`src/brb_pkg.sv`:
```
// Shared types and constants for the byte ring buffer.
package brb_pkg;

    localparam int DATA_W    = 8;   // byte width
    localparam int CNT_W     = 12;  // offset, count, moved and fill field width
    localparam int CAP_W     = 4;   // capacity_log2 register width
    localparam int CAP_RESET = 12;  // capacity_log2 after reset
    localparam int CAP_MIN   = 1;   // smallest usable capacity_log2

    localparam int S_TDATA_W = DATA_W + CNT_W + CNT_W;          // 32
    localparam int M_FIELD_W = DATA_W + 1 + CNT_W + CNT_W;      // 33
    localparam int M_TDATA_W = ((M_FIELD_W + 7) / 8) * 8;       // 40

    typedef enum logic [1:0] {
        MODE_WRITE = 2'd0,
        MODE_POP   = 2'd1,
        MODE_PEEK  = 2'd2,
        MODE_SKIP  = 2'd3
    } t_mode;

    typedef enum logic {
        ST_IDLE,
        ST_HOLD
    } t_state;

    // controller -> datapath
    typedef struct packed {
        logic  load;    // input transfer this cycle, capture result
        t_mode op;      // operation of the transfer
        logic  mem_wr;  // store byte at tail
        logic  mem_rd;  // read byte for pop or peek
    } t_cmd;

    // datapath -> controller
    typedef struct packed {
        logic has_space;  // write would succeed
        logic has_data;   // pop would succeed
        logic peek_ok;    // offset below fill level
    } t_stat;

endpackage

```
`src/brb_ctrl.sv`:
```
// Handshake controller: accepts operations, issues datapath commands, holds result valid.
module brb_ctrl
    import brb_pkg::*;
(
    input  logic   i_clk,
    input  logic   i_rst_n,
    input  logic   i_s_tvalid,
    output logic   o_s_tready,
    input  t_mode  i_op,
    output logic   o_m_tvalid,
    input  logic   i_m_tready,
    input  t_stat  i_stat,
    output t_cmd   o_cmd
);

    t_state r_state;
    t_state n_state;
    logic   load;

    always_ff @(posedge i_clk) begin
        if (!i_rst_n) begin
            r_state <= ST_IDLE;
        end else begin
            r_state <= n_state;
        end
    end

    // next state
    always_comb begin
        n_state = r_state;
        unique case (r_state)
            ST_IDLE: begin
                if (load) n_state = ST_HOLD;
            end
            ST_HOLD: begin
                if (i_m_tready) n_state = load ? ST_HOLD : ST_IDLE;
            end
            default: n_state = ST_IDLE;
        endcase
    end

    // outputs
    always_comb begin
        o_s_tready = 1'b0;
        o_m_tvalid = 1'b0;
        unique case (r_state)
            ST_IDLE: o_s_tready = 1'b1;
            ST_HOLD: begin
                o_m_tvalid = 1'b1;
                o_s_tready = i_m_tready;  // slot frees as the result leaves
            end
            default: ;
        endcase
        load         = i_s_tvalid && o_s_tready;
        o_cmd.load   = load;
        o_cmd.op     = i_op;
        o_cmd.mem_wr = load && (i_op == MODE_WRITE) && i_stat.has_space;
        o_cmd.mem_rd = load && (((i_op == MODE_POP) && i_stat.has_data) ||
                                ((i_op == MODE_PEEK) && i_stat.peek_ok));
    end

`ifndef SYNTHESIS
    a_wr_only_with_space: assert property (@(posedge i_clk) disable iff (!i_rst_n)
        o_cmd.mem_wr |-> (load && (i_op == MODE_WRITE) && i_stat.has_space))
        else $error("byte stored without a write transfer or without space");

    a_rd_only_pop_peek: assert property (@(posedge i_clk) disable iff (!i_rst_n)
        o_cmd.mem_rd |-> (load && ((i_op == MODE_POP) || (i_op == MODE_PEEK))))
        else $error("memory read outside pop or peek");

    a_no_wr_and_rd: assert property (@(posedge i_clk) disable iff (!i_rst_n)
        !(o_cmd.mem_wr && o_cmd.mem_rd))
        else $error("memory write and read in one cycle");

    a_result_follows: assert property (@(posedge i_clk) disable iff (!i_rst_n)
        load |=> o_m_tvalid)
        else $error("accepted operation gave no result");
`endif

endmodule

```
`config.mk`:
```
export PLATFORM = sky130hd
export DESIGN_NAME = brb_ctrl
export DESIGN_NICKNAME = d
export VERILOG_FILES = /design/src/brb_pkg.sv /design/src/brb_ctrl.sv
export SDC_FILE = /design/constraint.sdc
export NUM_CORES = 1
export LEC_CHECK = 0
export BUFFER_PORTS_ARGS = -buffer_cell sky130_fd_sc_hd__buf_4
export CORE_AREA = 3 3 40 42
export CTS_CLUSTER_SIZE = 25
export DETAILED_ROUTE_END_ITERATION = 6
export DIE_AREA = 0 0 43 45
export GPL_TIMING_DRIVEN = 0
export HOLD_SLACK_MARGIN = 0.02
export PLACE_DENSITY = 0.31
export REMOVE_ABC_BUFFERS = 1
export SLEW_MARGIN = 10
export SYNTH_ARGS = -nofsm -noshare
export SYNTH_HDL_FRONTEND = slang
export SYNTH_SLANG_ARGS = --single-unit
```
`constraint.sdc`:
```
create_clock -name i_clk -period 0.9 [get_ports i_clk]
set_clock_uncertainty 0.1 [all_clocks]
set_input_delay 0.225 -clock i_clk [delete_from_list [all_inputs] [get_ports i_clk]]
set_output_delay 0.225 -clock i_clk [all_outputs]
set_load 0.01 [all_outputs]
```
==> results of run 1 <==
cell families (layout without fill, tap and decap cells):
group / count (synthesis) / count (layout)
simple gates: 6 / 6
compound gates: 2 / 2
flops: 1 / 1
buf+inv: 5 / 21
timing repair:
action | in CTS | in global routing
pin swaps | 3 | 1
gates resized for setup | 7 | 2
setup endpoints to repair | 4 | 4
setup buffers | 2 | 2
hold buffers | 0 | 0
how the worst max path moves through the flow:
stage               end  depth (start not counted)
2_1_floorplan  o_cmd[1]                          3
3_3_place_gp   o_cmd[1]                          4
3_5_place_dp   o_cmd[1]                          4
4_1_cts        o_cmd[0]                          4
5_1_grt        o_cmd[0]                          4
6_report       o_cmd[0]                          4
power by group:
part	total [mW]	switching [mW]	internal, mW
registers	0.0505	0.00165	0.0488
clock network	0	0	0
logic	0.110	0.0384	0.0712
total	0.160	0.0401	0.120
per-layer routing:
layer	GRT usage, %	wire (um)	vias to the layer above
li1	-	-	76
met2	8.68	180	16
met5	0	0	-
met3	0	59	0
met1	5.98	178	65
met4	0	0	0
cell usage after synthesis, drive strengths merged:
library cell and n:
a21boi 1, buf 3, nor2 2, nand3b 2, dfxtp 1, nor2b 1, and4 1, a211oi 1
inv 2
cell type report:
class / count / share of cell area, %
timing repair buffer: 19 / 58.4
multi-input combinational: 8 / 24.8
sequential: 1 / 7.52
tap: 15 / 6.64
inverter: 2 / 2.65
worst max-delay path, stage by stage:
cell and delay, ns:
buf_6 0.10, nand3b_1 0.16, a211oi_2 0.22, buf_4 0.15
==> results.md, run 1 <==
* Status: finished with violations
* Failing checks: negative setup slack
* Post-synthesis compound-gate area fraction at between 15 and 20%
* Largest net degree at the start of global routing at 5
* Gp weighted congestion at 0.612
* Fmax at 852 MHz
* WL/cell at slightly above 9 um
* Initial antenna violation count at 0
* HP Start: i_rst_n
* Post-synthesis simple-gate area fraction at roughly two fifths
* Synth warnings at 0
* DRC errors left at 0
* Largest Register: r_state
* Crit-path max FO at 4
* Detail Route Antenna Nets at 0
* Crit path launch type: input port
* Slew Viols, Final at 0
* Reg2reg setup slack at -0.02 ns
* Tightest Hold Check Type: in -> reg
* Global Route Usage Sum at around 4.5%
* Commonest non-fill, non-tap cell in the layout: buf_4
* Post-Synth Adder-Cell Area at 0%
* Cell Area, Placed at around 220 um^2
* RSZ-0062 raised after global routing: yes
* Slew headroom at 90.1%
* Initial DRC count at 0
* Finished Cell Area at approximately 280 um^2
* Fill cell instance count of the final layout at roughly 140
* Fin util at between 20 and 25%
* Post-Layout Cell Count at 45
* Synth top area cells: buf_4 (20%), dfxtp_1 (17%), nand3b_1 (13%)
* WHS at roughly 0.38 ns
* Register area at ~21 um^2
* DR vias/cell at around 3.5
* Crit. Startpoint: i_op[0]
* Power Total at 0.160 mW
* Pre-CTS setup slack at -0.307 ns
* Crit share post-route at 130%
* Vias in the first global route at between 150 and 200
* Leakage at roughly 0.14 nW
* TNS Setup at -0.829 ns
* MaxCap Viol Count at 0
* Worst Max-Slew Pin Slew at between 0.1 and 0.15 ns
* Area leader, netlist: buf_4
* Power density cells at 566 nW/um^2
* Total Wirelength at between 400 and 500 um
* IO Pins at 16
* Core area at approximately 1300 um^2
* Worst VDD drop at about 0.23 mV
* Critical Path AT at 0.85 ns
* Fin. Hold Viols at 0
* Inserted Diodes at 0
* Post-synthesis cell type count at 10
* Final Setup Violations at 5
* Flip-flop count of the largest register after layout at 1
* Pre-antenna DRT Iters at 1
* PortBufs at 15
* Critical setup path kind: in -> out
* Mapped cell area at about 120 um^2
* Final net count at 41
* Worst hold endpoint: r_state
* Die Wd at between 40 and 50 um
* Final worst slack at -0.273 ns
* Minimum clock period after layout at roughly 1.2 ns
* Starting Density at under 10%
* Clock-pin slew of the registers on the worst-case setup and hold paths at 0 ns
* Syn-to-layout area delta at 146%
* Clk_lat worst skew at 0 ns
* Largest regs: r_state x1
* Placed insts at slightly above 40
* Crit path capture type: primary output
* Hold depth at 2
* Reg2reg start: r_state
* First-pass GRT wire length at 669 um
* Most frequent cells in the layout: buf_4 (13), buf_6 (6), nand3b_1 (2)
* Largest family of logic cells by synthesized area: simple AND/OR/NAND/NOR gates
* Multiplexer share of the synthesized area at 0%
* Syn Inst Count at 14
* Worst r2r path cells at 4
* Die height at 45 um
* Post-synthesis xor/xnor area fraction at 0%
* Seq cells post-synth at 1
* Area of the multi-input gates at between 70 and 80 um^2
* Routed vias at about 160
* Share of cells above drive strength 1 at a little over four fifths
* Reg-to-reg endpoint: r_state
* Die area at between 1500 and 2000 um^2
* Required @ worst endpoint at between 0.5 and 0.6 ns
* Syn Area/Cell at between 8 and 9 um^2
* GR Overflow Total at 0
* FP Rows at 13
* Sequential share of the synthesized area at about 17%
* Top-area cell type share of the netlist area at about 20%
No activity file was read; power rests on OpenSTA's default activity.
==> run 2: changes to the inputs <==
CELL_PAD_IN_SITES_DETAIL_PLACEMENT = 0   (was unset)
CELL_PAD_IN_SITES_GLOBAL_PLACEMENT = 1   (was unset)
PLACE_DENSITY = 0.44   (was 0.31)
RECOVER_POWER = 25   (was unset)
==> run 2 against run 1 <==
Net effect:
- the run still ends with negative setup slack left
- power rose by 4.4%
- hold slack got worse by 0.013 ns
- worst setup slack improved by 0.0046 ns
- register-to-register slack improved by 0.05 ns
- sequential share of layout area is 0.35 points lower
- combinational power increased by 6%
- sequential power decreased by 1%
==> results.md, run 2 (synthesized netlist as in run 1, its figures left out) <==
* Clock-pin slew of the registers on the worst-case setup and hold paths at 0 ns (unchanged)
* # hold bufs at CTS at 0 (unchanged)
* Critical Path AT at 0.84 ns (about the same)
* Starting Density at 8.96% (unchanged)
* Sw frac at 25.5% (+0.44 points)
* Fill cell instance count of the final layout at 145 (+5.8%)
* Die area at 1940 um^2 (unchanged)
* Routed vias at 160 (+1.9%)
* Initial antenna violation count at 0 (unchanged)
* First-pass GRT wire length at 648 um (-3.1%)
* Crit-path max FO at 4 (unchanged)
* WHS at 0.362 ns (-0.0130 ns)
* RSZ-0062 raised after global routing: yes
* Worst Max-Slew Pin Slew at 0.187 ns (+0.0391 ns)
* Most frequent cells in the layout: buf_6 (9), buf_4 (9), nand3b_1 (2)
* Max incr delay on CP at 0.22 ns (about the same)
* Finished Cell Area at 297 um^2 (+4.9%)
* Hold depth at 2 (unchanged)
* Cell Area, Placed at 224 um^2 (unchanged)
* Final worst slack at -0.269 ns (+0.00464 ns)
* DRC errors left at 0 (unchanged)
* Die height at 45 um (unchanged)
* Core area at 1280 um^2 (unchanged)
* Gp weighted congestion at 0.625 (+2.0%)
* MaxCap Viol Count at 0 (unchanged)
* Sequential share of power at 29.9% (-1.6 points)
* Pre-antenna DRT Iters at 1 (unchanged)
* Pre-CTS setup slack at -0.312 ns (-0.00482 ns)
* PortBufs at 15 (unchanged)
* IO Pins at 16 (unchanged)
* Combinational Power Share at 70.1% (+1.6 points)
* Global Route Usage Sum at 4.32% (-0.17 points)
* Critical setup path kind: in -> out
* Largest Register: r_state
* GR Overflow Total at 0 (unchanged)
* Leakage at 0.137 nW (+0.47%)
* Failing checks: negative setup slack
* Crit-path cells: buf_6 > nand3b_1 > a211oi_2 > buf_4
* TNS Setup at -0.747 ns (+0.0824 ns)
* Area of the multi-input gates at 76.3 um^2 (+8.9%)
* Clk_lat worst skew at 0 ns (unchanged)
* Required @ worst endpoint at 0.57 ns (about the same)
* Slew Viols, Final at 0 (unchanged)
* Worst r2r path cells at 4 (unchanged)
* Fin. Hold Viols at 0 (unchanged)
* Tightest Hold Check Type: in -> reg
* Share of cells above drive strength 1 at 80.0% (-3.3 points)
* Crit path launch type: input port
* Net Sw Power at 0.0426 mW (+6.3%)
* Internal power at 0.125 mW (+3.8%)
* Largest regs: r_state x1
* Flip-flop count of the largest register after layout at 1 (unchanged)
* Minimum clock period after layout at 1.17 ns (-0.00464 ns)
* Die Wd at 43 um (unchanged)
* Register area at 21.3 um^2 (unchanged)
* Worst VDD drop at 0.276 mV (+20%)
* Slew headroom at 87.5% (-2.6 points)
* FP Rows at 13 (unchanged)
* Part of the power in the clock network at 0% (unchanged)
* Slowest cell on crit path: a211oi_2
* Power density cells at 564 nW/um^2 (-0.41%)
* Final net count at 41 (unchanged)
* Initial DRC count at 0 (unchanged)
* Detail Route Antenna Nets at 0 (unchanged)
* Largest net degree at the start of global routing at 5 (unchanged)
* WL/cell at 9.36 um (+0.96%)
* Syn-to-layout area delta at 158%
* Crit share post-route at 130% (-0.52 points)
* Fmax at 856 MHz (+0.40%)
* Fin util at 23.1% (+1.1 points)
* Crit path capture type: primary output
* Status: finished with violations
* Vias in the first global route at 157 (-13%)
* Final Setup Violations at 4 (-1)
* DR vias/cell at 3.56 (+1.9%)
* Total Wirelength at 421 um (+0.96%)
* Inserted Diodes at 0 (unchanged)
run 2: cell count changes in the layout (fill, tap and decap cells not counted):
cell,delta
nor2_4,+1
and4_1,+1
and4_4,-1
buf_6,+3
a21boi_1,-1
clkbuf_1,+1
nor2_2,-1
a21boi_2,+1
buf_4,-4
run 2: final cells by class:
cell class / instances / area share (%)
multi-input cells: 8 / 25.7
repair buffers: 19 / 58.2
inverters: 2 / 2.53
well taps: 15 / 6.33
flip-flops and latches: 1 / 7.17
run 2: path summary, 6_finish.rpt:
check	start	endpoint	slack, ns
setup / recovery	i_op[0]	o_cmd[0]	-0.27
hold / removal	i_rst_n	r_state	0.36
setup reg to reg	r_state	r_state	0.03
hold reg to reg	r_state	r_state	0.54
run 2: routing by layer:
| layer | GRT usage (%) | vias to the layer above | part of all wire (%) |
|---|---|---|---|
| met2 | 7.78 | 16 | 46 |
| li1 | - | 77 | - |
| met5 | 0 | - | 0 |
| met1 | 5.50 | 67 | 38 |
| met4 | 0 | 0 | 0 |
| met3 | 1.20 | 0 | 16 |
run 2: critical path: cells and delay by family:
kind | cells | cell delay (ns)
AND/OR/NAND/NOR | 1 | 0.15
AO/OA/AOI/OAI | 1 | 0.22
buffers and inverters | 2 | 0.25
run 2: metrics by stage:
step / std cells / power, mW
floorplan: 11 / 0.0756
global placement: 41 / 0.136
detailed placement: 41 / 0.137
CTS: 43 / 0.148
global route: 45 / 0.178
finish: 45 / 0.167
run 2: repair_timing:
item                                    4_1_cts  5_1_grt
endpoints found under the setup margin        4        5
pin swaps                                     2        1
setup buffers                                 2        2
gates resized for setup                       4        9
run 2: power by group through the flow:
stage | clock network [mW] | registers [mW] | logic (mW)
after global placement | 0 | 0.0501 | 0.0860
after detailed placement | 0 | 0.0499 | 0.0866
after CTS | 0 | 0.0505 | 0.0971
after floorplan | 0 | 0.0510 | 0.0246
after global routing | 0 | 0.0501 | 0.128
final | 0 | 0.0500 | 0.117
==> run 3: changes to the inputs <==
ABC_AREA = 1   (was unset)
CORE_AREA = 2 2 39 41   (was 3 3 40 42)
DIE_AREA = 0 0 41 43   (was 0 0 43 45)
PLACE_DENSITY = 0.48   (was 0.44)
==> run 3 against run 2 <==
Net effect:
- the flow still finishes with violations (negative setup slack)
- sequential power grew 3%
- sequential share of layout area grew 0.22 points
- global-route usage shrank 0.92 points
- critical endpoint unchanged
- largest power group unchanged
==> results.md, run 3 <==
* IO Pins at 16 (unchanged)
* Largest net degree at the start of global routing at 5 (unchanged)
* DR vias/cell at 3.24 (-8.9%)
* RSZ-0062 raised after global routing: yes
* Detail Route Antenna Nets at 0 (unchanged)
* Combinational Power Share at 69.0% (-1.1 points)
* Sw frac at 30.4% (+4.9 points)
* Starting Density at 9.67% (+0.72 points)
* Leakage at 0.154 nW (+12%)
* Final worst slack at -0.118 ns (+0.151 ns)
* Post-Layout Cell Count at 50 (+11%)
* Fin. Hold Viols at 0 (unchanged)
* Largest regs: r_state x1
* Most frequent cells in the layout: buf_4 (11), nand2_1 (4), inv_4 (3), buf_6 (3)
* Async SR Flop Fraction at 0% (unchanged)
* Clock-pin slew of the registers on the worst-case setup and hold paths at 0 ns (unchanged)
* HP Start: i_rst_n
* Detailed Place HPWL at about 290 um
* Worst Max-Slew Pin Slew at 0.131 ns (-0.0556 ns)
* Required @ worst endpoint at 0.57 ns (about the same)
* Clk_lat worst skew at 0 ns (unchanged)
* Worst VDD drop at 0.115 mV (-58%)
* Top-area cell type share of the netlist area at 16.8% (-2.7 points)
* Crit share post-route at 113% (-17 points)
* Final Setup Violations at 3 (-1)
* First-pass GRT wire length at 462 um (-29%)
* Minimum clock period after layout at 1.02 ns (-0.151 ns)
* Syn Inst Count at 21 (+7)
* Part of the power in the clock network at 0% (unchanged)
* Pre-antenna DRT Iters at 1 (unchanged)
* Post-synthesis cell type count at 12 (+2)
* Global Route Usage Sum at 3.40% (-0.92 points)
* Synth warnings at 0 (unchanged)
* Net Sw Power at 0.0506 mW (+19%)
* Power density cells at 579 nW/um^2 (+2.7%)
* Final net count at 45 (+9.8%)
* Routed vias at 162 (+1.3%)
* Crit path launch type: input port
* Crit-path max FO at 3 (-1)
* # hold bufs at CTS at 0 (unchanged)
* Critical setup path kind: in -> out
* PortBufs at 15 (unchanged)
* GR Overflow Total at 0 (unchanged)
* Failing checks: negative setup slack
* Sequential share of the synthesized area at 15.0% (-2.4 points)
* Placed insts at 49 (+20%)
* Mapped cell area at 134 um^2 (+16%)
* Seq cells post-synth at 1 (unchanged)
* Post-synth top cells: inv_1 (4), nand2_1 (4), buf_4 (3), inv_2 (2)
* Core area at 1380 um^2 (+7.7%)
* Slew headroom at 91.3% (+3.8 points)
* WL/cell at 6.18 um (-34%)
* Vias in the first global route at 132 (-16%)
* Critical Path AT at 0.69 ns (-0.15 ns)
* Commonest non-fill, non-tap cell in the layout: buf_4
* Largest Register: r_state
* Flip-flop count of the largest register after layout at 1 (unchanged)
* Die area at 1760 um^2 (-8.9%)
* Synth top area cells: buf_4 (17%), dfxtp_1 (15%), inv_1 (11%)
* Initial DRC count at 0 (unchanged)
* Initial antenna violation count at 0 (unchanged)
* Slew Viols, Final at 0 (unchanged)
* Internal power at 0.116 mW (-6.9%)
* TNS Setup at -0.241 ns (+0.506 ns)
* Syn-to-layout area delta at 115%
* Syn Area/Cell at 6.38 um^2 (-22%)
* Fmax at 983 MHz (+15%)
* Tightest Hold Check Type: in -> reg
* DRC errors left at 0 (unchanged)
* FP Rows at 14 (+1)
* MaxCap Viol Count at 0 (unchanged)
* Die height at 43 um (-4.4%)
* Inserted Diodes at 0 (unchanged)
* Crit path capture type: primary output
* Gp weighted congestion at 0.567 (-9.2%)
* Area leader, netlist: buf_4
* Die Wd at 41 um (-4.7%)
* Share of cells above drive strength 1 at 79.4% (-0.59 points)
* EDFF count, synth at 0 (unchanged)
* Crit. Startpoint: i_op[1]
* Sequential share of power at 31.0% (+1.1 points)
* Synth Flop Type: dfxtp_1
* Fin util at 20.8% (-2.3 points)
* Reg2reg start: r_state
* Total Wirelength at 309 um (-27%)
* Pre-CTS setup slack at -0.171 ns (+0.141 ns)
* Status: finished with violations
-- run 3: area by class of cell --
| cell class | count | area, um^2 |
|---|---|---|
| inverters | 6 | 30.0 |
| repair buffers | 16 | 135 |
| multi-input cells | 11 | 81.3 |
| well taps | 16 | 20.0 |
| flip-flops and latches | 1 | 21.3 |
| fillers | 158 | 1100 |
-- run 3: timing repair --
| action | 4_1_cts | 5_1_grt |
|---|---|---|
| pin swaps | 8 | 4 |
| resized for setup | 8 | 6 |
| setup endpoints to repair | 4 | 4 |
| endpoints found under the hold margin | 0 | 0 |
| buffers inserted | 1 | 0 |
| gates cloned | 0 | 0 |
-- run 3: logic make-up after synthesis --
logic type | share of synthesized area [%]
AOI/OAI and AO/OA | 8.41
buffers and inverters | 33.6
DFF | 15.0
and+or+nand+nor | 43.0
-- run 3: path summary, 6_finish.rpt --
path | end | slack [ns] | cells past startpoint
worst max register to register | r_state | 0.11 | 3
worst min-delay path | r_state | 0.36 | 2
worst max-delay path | o_cmd[0] | -0.12 | 7
worst min register to register | r_state | 0.49 | 3
-- run 3: stage by stage --
stage | power [mW] | hold slack (ns) | instance area [um^2]
finish | 0.167 | 0.359 | 288
global route | 0.178 | 0.382 | 288
CTS | 0.162 | 0.361 | 273
detailed placement | 0.148 | 0.361 | 244
global placement | 0.147 | 0.363 | 244
floorplan | 0.0874 | 0.269 | 111
-- run 3: critical path, stage by stage --
cell and delay, ns:
buf_6 0.10, inv_4 0.05, nand2_1 0.05, nand2_1 0.05, inv_1 0.04, nor2_2 0.06, buf_4 0.12
-- run 3: power groups by stage --
stage | logic (mW) | registers (mW) | clock network (mW)
2_1_floorplan | 0.0349 | 0.0525 | 0
3_3_place_gp | 0.0964 | 0.0510 | 0
3_5_place_dp | 0.0967 | 0.0511 | 0
4_1_cts | 0.110 | 0.0516 | 0
5_1_grt | 0.126 | 0.0521 | 0
6_report | 0.115 | 0.0516 | 0
-- run 3: per-layer routing --
metal	GRT usage (%)	up-vias	wire length [um]
met5	0	-	0
li1	-	84	-
met2	5.63	7	155
met1	4.11	71	98
met3	1.57	0	55
met4	0	0	0
